===== config.mk =====
export PLATFORM = sky130hd
export DESIGN_NAME = htcg_ram
export DESIGN_NICKNAME = d
export VERILOG_FILES = /design/src/htcg_ram.sv
export SDC_FILE = /design/constraint.sdc
export NUM_CORES = 1
export LEC_CHECK = 0
export BUFFER_PORTS_ARGS = -buffer_cell sky130_fd_sc_hd__buf_2
export CAP_MARGIN = 25
export CORE_MARGIN = 5
export CORE_UTILIZATION = 30
export DETAILED_ROUTE_END_ITERATION = 10
export PLACE_DENSITY_LB_ADDON = 0.1
export SYNTH_ARGS = -nofsm -noshare
export SYNTH_HDL_FRONTEND = slang
export SYNTH_SLANG_ARGS = --single-unit

===== constraint.sdc =====
create_clock -name clk -period 2 [get_ports clk]
set_clock_uncertainty 0.2 [all_clocks]
set_input_delay 0.4 -clock clk [delete_from_list [all_inputs] [get_ports clk]]
set_output_delay 0.4 -clock clk [all_outputs]
set_load 0.05 [all_outputs]

===== src/htcg_ram.sv =====
module htcg_ram #(
  parameter int WIDTH = 8,
  parameter int DEPTH = 16
) (
  input  logic                     clk,
  input  logic                     we,
  input  logic [$clog2(DEPTH)-1:0] waddr,
  input  logic [WIDTH-1:0]         wdata,
  input  logic [$clog2(DEPTH)-1:0] raddr,
  output logic [WIDTH-1:0]         rdata
);

  logic [WIDTH-1:0] mem [DEPTH];

  always_ff @(posedge clk) begin
    if (we) begin
      mem[waddr] <= wdata;
    end
    rdata <= mem[raddr];
  end

endmodule

==> Word-level counts from Yosys, hierarchy flattened <==
Memories as Yosys holds them, arrays and structs flattened. A register that Yosys moved wholly into a read port is not among the register bits.
Index checks and enable logic that the tools add are counted.
{ "classes": {"n_mux": 2} }
{ "op_table": {"columns": ["operator", "n"], "rows": [
  ["2-to-1 mux 1 bit", 2]
]} }
{ "totals": {"regBits": 0, "ram_bits": 128, "inputBits": 18, "output_inout_bits": 8, "wordCells": 3, "mem_count": 1} }
{ "mem_list": {"columns": ["memory", "depth", "width", "rd", "rd_ports_with_merged_regs", "wr", "line_no", "rtl"], "rows": [
  ["mem", 16, 8, 1, 1, 1, "13", "logic [WIDTH-1:0] mem [DEPTH];"]
]} }

==> Depth between registers and ports, before layout <==
Gate-level depths: netlist of the first run.
{ "logic_depth": {"word_depth": 2, "ltp_mapped": 5, "depth_no_buf": 3} }

==> Worst setup path before layout of the first run <==
No wires, ideal clock.
{ "synth_timing": {"kind": "input-to-reg", "startpoint": "input port waddr[2]", "endpoint": "memory mem[0][0], enable pin", "setup_ns": 0.383, "arrival_time_ns": 1.510, "required_time_ns": 1.417, "path_slack_ns": -0.093, "path_stages": 2, "n_path_buf": 0, "path_cell_list": "or3b_2 > nor3_1"} }
{ "synth_rtl": {"columns": ["element", "line_no", "rtl"], "rows": [
  ["start, declared", "7", "input logic [$clog2(DEPTH)-1:0] waddr,"],
  ["end, declared", "13", null]
]} }
Straight into the memory's write port.

==> Worst setup path in the final report of the first run <==
{ "layout_timing": {"startpoint": "register rdata[7] (read register of mem)", "endpoint": "output port rdata[7]"} }
{ "layout_rtl": {"columns": ["element", "line_no", "rtl"], "rows": [
  ["start, declared", "10", "output logic [WIDTH-1:0] rdata"]
]} }
No word-level cell between the ends.

==> results.txt, run 1 <==
Non-filler instance count after layout - 522
Sequential fraction of the synthesis area - 0.778
Number of antenna violations at the first check in global routing - 0
Library cell contributing the largest single delay on the critical path - dfxtp_1
DIE AREA - 0.0199 mm2
# Max-Cap Violations - 0
Min cycle time layout - 1650 ps
Post-CTS sizing - 0
Number of buffers added by the clock tree synthesis step - 17
Layout overhead on the synthesized area - 21.7%
Synth area leader - edfxtp_1
Length of the first detailed-routing pass in iterations - 4
CTS max path bufs - 2
Clock slew seen by the registers of the worst setup and hold paths - 50 ps
Total track usage - 0.115
Final-report hold violation count - 0
Leakage - 0.00213 uW
Final core utilization - 0.375
Area of the core - 0.0167 mm2
CP Max Fanout - 1
Ratio of routed vias to standard cells - 4.55
First-pass GRT wire length - 16,300 um
# diodes - 0
Cell area power density - 1040 mW/mm2
Max incr delay on CP - 370 ps
CP Data Required Time - 1400 ps
Maximum frequency from static timing analysis - 0.605 GHz
Count of mapped cells out of synthesis - 229
Setup repair after global routing missed its margin - false
Slew @ Worst Pin - 897 ps
Clock root buffer - clkbuf_16
Site Rows - 47
Number of global-route vias before repair - 2,564
H-tree Lvls - 4
Starting DRT DRC Count - 180
Netlist cell types - 19
Height of the die - 141 um
Area used by sequential logic in the layout - 0.00400 mm2
Antenna Violating Nets Remaining - 0
Overflow left after global routing - 0
Number of buffers inserted by hold repair at cts - 0
Setup TNS - 0 ps
Routability Congestion - 0.711
Worst min-delay path category - in2reg
Die outline width - 141 um
Sinks on the clock net - 136
Count of buffers from port buffering - 25
Count of boundary I/O pins - 26
Count of nets after finishing - 307
Number of setup violations in the final report - 0
Vias - 2,376
Filler Cells Inserted - 1,533
Syn Nets - 247
Share of cells above drive strength 1 - 0.331
DRT Wirelength - 10,600 um
Initial Utilization - 0.308
Portion of synthesized cell area occupied by the leading cell type - 0.747
CTS tree - done
Remaining max-slew budget at the tightest pin - 0.401
Number of warnings printed during yosys synthesis - 0
Post-DP HPWL - 7220 um
Worst Path Buf+Inv - 1
Crit path capture type - output port
Critical path data arrival time - 1050 ps
Total Power Consumption - 6500 uW
Smallest hold slack - 180 ps
Clock latency of the later-clocked register in the worst-skew pair - 400 ps
Maximum VDD drop - 0.565 mV
Multi-input combinational cell area - 0.00106 mm2
Top Family by Delay on Critical Path - flip-flops
Postcts setup bufs - 0
Pin count of the biggest net entering global routing - 24
Remaining routing DRC violations - 0
Mean instance size in the synthesized netlist - 22.5 um2
Most area-consuming cells after synthesis - edfxtp_1, mux4_2, mux4_1
Pins Over Slew Limit - 0
Outcome - completed
#FFs+latches synth - 136
Worst-path cell chain - buf_2
Average wire length per cell after detail routing - 20.4 um
Critical Path Source Type - flop
Cell Count Post-Placement - 490
Critical path start-end classification - reg2out
Share of the cycle needed by the critical path after routing - 0.827
Synthesized area - 0.00515 mm2
[registers in the layout, indices dropped and copies added (netlist names)]
register,count
mem,128
rdata,8
[per-stage QoR]
step	instance area [um2]	setup slack (ps)
2_1_floorplan	5150	134
3_3_place_gp	5700	-72.4
3_5_place_dp	5700	-75.8
4_1_cts	6260	298
5_1_grt	6260	281
6_report	6260	347
[worst paths after layout]
kind	from	slack, ps	cells after the start	end
hold / removal	wdata[5]	180	1	mem[1][5]
setup / recovery	rdata[7]	350	1	rdata[7]
hold reg to reg	mem[14][5]	470	3	rdata[5]
setup reg to reg	mem[5][2]	420	3	rdata[2]
[report_power, final]
part           total, uW  internal (uW)  switching (uW)
Sequential          3210           3190            18.1
Clock               2920           1870            1050
Combinational        371            137             234
[cells by family after synthesis]
| logic type | synth area share |
|---|---|
| AND/OR/NAND/NOR | 0.0318 |
| AO/OA/AOI/OAI | 0.0233 |
| flip-flops | 0.778 |
| buffers and inverters | 0.0168 |
| multiplexers | 0.150 |
[synth_stat cells]
library cell and count:
mux4_1 14, or3b_2 1, clkdlybuf4s25_2 3, buf_4 1, nand2_1 9, buf_6 3, buf_2 3, and2b_1 1
edfxtp_1 128, nor2_1 13, nand2b_1 2, nand3b_1 2, a22oi_1 16, nand3_1 1, mux4_2 18, and2_1 1
nor2b_1 1, nor3_1 4, dfxtp_1 8
[layer usage]
metal	global-route usage	part of all wire	wire [um]	up-vias
met3	0.0301	0.024	256	9
met4	0.0505	0.016	166	0
met5	0	0	0	-
met2	0.187	0.50	5330	35
met1	0.146	0.46	4870	1241
li1	-	-	-	1091
[placed cells by master, fill, tap and decap left out, types with 3 or more instances in the layout]
cell type	instances
a22oi_1	16
buf_12	3
buf_2	25
buf_4	23
clkbuf_16	17
clkinv_2	8
dfxtp_1	8
edfxtp_1	128
mux4_1	14
mux4_2	18
nand2_1	9
nor2_1	13
nor3_1	3
[layout make-up]
type,count,area share
Clock buffer,21,0.0735
Multi-Input combinational cell,83,0.170
Timing Repair Buffer,51,0.0571
Clock inverter,11,0.0166
Tap cell,220,0.0439
Sequential cell,136,0.639
Note: power is estimated with default switching activity, not from simulation.
==> run 2: changes to the inputs <==
==> constraint.sdc (replaced) <==
create_clock -name clk -period 1.7 [get_ports clk]
set_clock_uncertainty 0.2 [all_clocks]
set_input_delay 0.34 -clock clk [delete_from_list [all_inputs] [get_ports clk]]
set_output_delay 0.34 -clock clk [all_outputs]
set_load 0.05 [all_outputs]
==> run 2 against run 1 <==
Worst hold slack got worse by 67 ps; cell area increased by 3.3%; register-to-register slack got worse by 310 ps; largest cell class unchanged.
==> results.txt, run 2 (synthesis gave the netlist of run 1 again) <==
Outcome - completed (unchanged)
CTS max path bufs - 2 (unchanged)
Count of buffers from port buffering - 25 (unchanged)
Site Rows - 47 (unchanged)
Most common cell after layout, fill and taps aside - edfxtp_1 (unchanged)
Maximum VDD drop - 0.671 mV (was 0.565 mV)
Remaining max-slew budget at the tightest pin - 0.392 (was 0.401)
Cell Count Post-Placement - 508 (was 490)
DRT Wirelength - 10,900 um (was 10,600 um)
# Max-Cap Violations - 0 (unchanged)
Pins Over Slew Limit - 0 (unchanged)
Smallest hold slack - 113 ps (was 180 ps)
Average wire length per cell after detail routing - 20.1 um (was 20.4 um)
Max reg flops - 128 (unchanged)
Setup repair after global routing missed its margin - false (unchanged)
Register ranked first by flip-flop count - mem (unchanged)
Vias - 2,466 (was 2,376)
Sinks on the clock net - 136 (unchanged)
Final core utilization - 0.387 (was 0.375)
First-pass GRT wire length - 16,600 um (was 16,300 um)
Area of the core - 0.0167 mm2 (unchanged)
H-tree Lvls - 4 (unchanged)
DIE AREA - 0.0199 mm2 (unchanged)
Critical Path Source Type - flop (unchanged)
Remaining routing DRC violations - 0 (unchanged)
Worst hold path depth - 1 (unchanged)
Count of nets after finishing - 325 (was 307)
Layout overhead on the synthesized area - 25.7% (was 21.7%)
Worst min-delay path category - in2reg (unchanged)
Library cell contributing the largest single delay on the critical path - mux4_2 (was dfxtp_1)
Overflow left after global routing - 0 (unchanged)
Total track usage - 0.118 (was 0.115)
Number of global-route vias before repair - 2,722 (was 2,564)
CP Max Fanout - 1 (unchanged)
Clock latency of the later-clocked register in the worst-skew pair - 410 ps (was 400 ps)
Startpoint of the worst register-to-register path - mem[2][7] (was mem[5][2])
Final-report hold violation count - 0 (unchanged)
Die outline width - 141 um (unchanged)
Antenna Violating Nets Remaining - 0 (unchanged)
Starting DRT DRC Count - 188 (was 180)
Ratio of routed vias to standard cells - 4.57 (was 4.55)
End point of the worst hold path - mem[5][4] (was mem[1][5])
Initial Utilization - 0.308 (unchanged)
Non-filler instance count after layout - 540 (was 522)
Registers with the highest flip-flop counts - mem x128, rdata x8 (unchanged)
Postcts setup bufs - 0 (unchanged)
Number of antenna violations at the first check in global routing - 0 (unchanged)
Height of the die - 141 um (unchanged)
Leakage - 0.00223 uW (was 0.00213 uW)
Pin count of the biggest net entering global routing - 17 (was 24)
Critical path start-end classification - reg2reg (was reg2out)
Number of setup violations in the final report - 0 (unchanged)
Worst-path cell chain - mux4_2, a22oi_1, buf_4, nand2_1 (was buf_2)
Routability Congestion - 0.726 (was 0.711)
Critical path data arrival time - 1680 ps (was 1050 ps)
Clock root buffer - clkbuf_16 (unchanged)
Share of the cycle needed by the critical path after routing - 0.934
Cell area power density - 1210 mW/mm2 (was 1040 mW/mm2)
Length of the first detailed-routing pass in iterations - 4 (unchanged)
Post-DP HPWL - 7480 um (was 7220 um)
Crit path capture type - flop (was output port)
Maximum frequency from static timing analysis - 0.630 GHz
Filler Cells Inserted - 1,541 (was 1,533)
Share of cells above drive strength 1 - 0.363 (was 0.331)
CP Data Required Time - 1790 ps (was 1400 ps)
Register-to-register path setup slack - 110 ps (was 420 ps)
Count of boundary I/O pins - 26 (unchanged)
Destination of the worst register-to-register timing path - rdata[7] (was rdata[2])
Number of buffers added by the clock tree synthesis step - 17 (unchanged)
Max incr delay on CP - 470 ps (was 370 ps)
Slew @ Worst Pin - 910 ps (was 897 ps)
CTS tree - done (unchanged)
Setup TNS - 0 ps (unchanged)
Worst Min Path Start - wdata[4] (was wdata[5])
Total Power Consumption - 7800 uW (was 6500 uW)
Reg2Reg Depth - 4 (was 3)
Clock slew seen by the registers of the worst setup and hold paths - 60 ps (was 50 ps)
Leading cell types in the layout, fill and taps excluded - edfxtp_1, buf_4, buf_2, mux4_2, clkbuf_16 (was edfxtp_1, buf_2, buf_4, mux4_2, clkbuf_16)
# diodes - 0 (unchanged)
Min cycle time layout - 1590 ps
==> run 2: worst max-delay path: cells and delay by family (launching register included) <==
kind | cells | cell delay, ps
simple gates | 1 | 50
mux | 1 | 470
flops | 1 | 370
buf+inv | 1 | 160
compound gates | 1 | 220
==> run 2: worst max-delay path by stage <==
stage,depth (start not counted),slack (ps),startpoint,to
2_1_floorplan,2,-110,waddr[2],mem[3][0]
3_3_place_gp,6,-380,raddr[0],rdata[1]
3_5_place_dp,6,-370,raddr[0],rdata[1]
4_1_cts,6,70,raddr[0],rdata[1]
5_1_grt,3,30,mem[3][6],rdata[6]
6_report,4,110,mem[2][7],rdata[7]
==> run 2: per-layer routing <==
layer  vias to the layer above  global-route usage  routed length [um]
li1                       1130                   -                   -
met1                      1275               0.162                5200
met2                        50               0.174                5070
met3                        11              0.0325                 396
met4                         0              0.0520                 199
met5                         -                   0                   0
==> run 2: cell type report <==
type / count / area (um2) / area share
sequential: 136 / 4000 / 0.619
timing repair buffer: 69 / 543 / 0.0839
clock inverter: 11 / 130 / 0.0201
tap: 220 / 275 / 0.0425
clock buffer: 21 / 440 / 0.0681
multi-input combinational: 83 / 1080 / 0.167
==> run 2: what timing repair did <==
| action | CTS | global route |
|---|---|---|
| hold endpoints to repair | 0 | 0 |
| gates resized for setup | 0 | 1 |
| endpoints found under the setup margin | 0 | 1 |
| hold buffers | 0 | 0 |
==> run 2: metrics by stage <==
stage	setup WS, ps	instance area (um2)
global placement	-382	5890
global route	32.3	6470
finish	113	6470
detailed placement	-366	5890
CTS	72.7	6460
floorplan	-106	5160
==> run 2: where the power goes <==
| part | total [uW] | switching (uW) | internal [uW] |
|---|---|---|---|
| registers | 3770 | 17.6 | 3750 |
| logic | 484 | 290 | 194 |
| clock network | 3550 | 1270 | 2280 |
| total | 7800 | 1580 | 6220 |
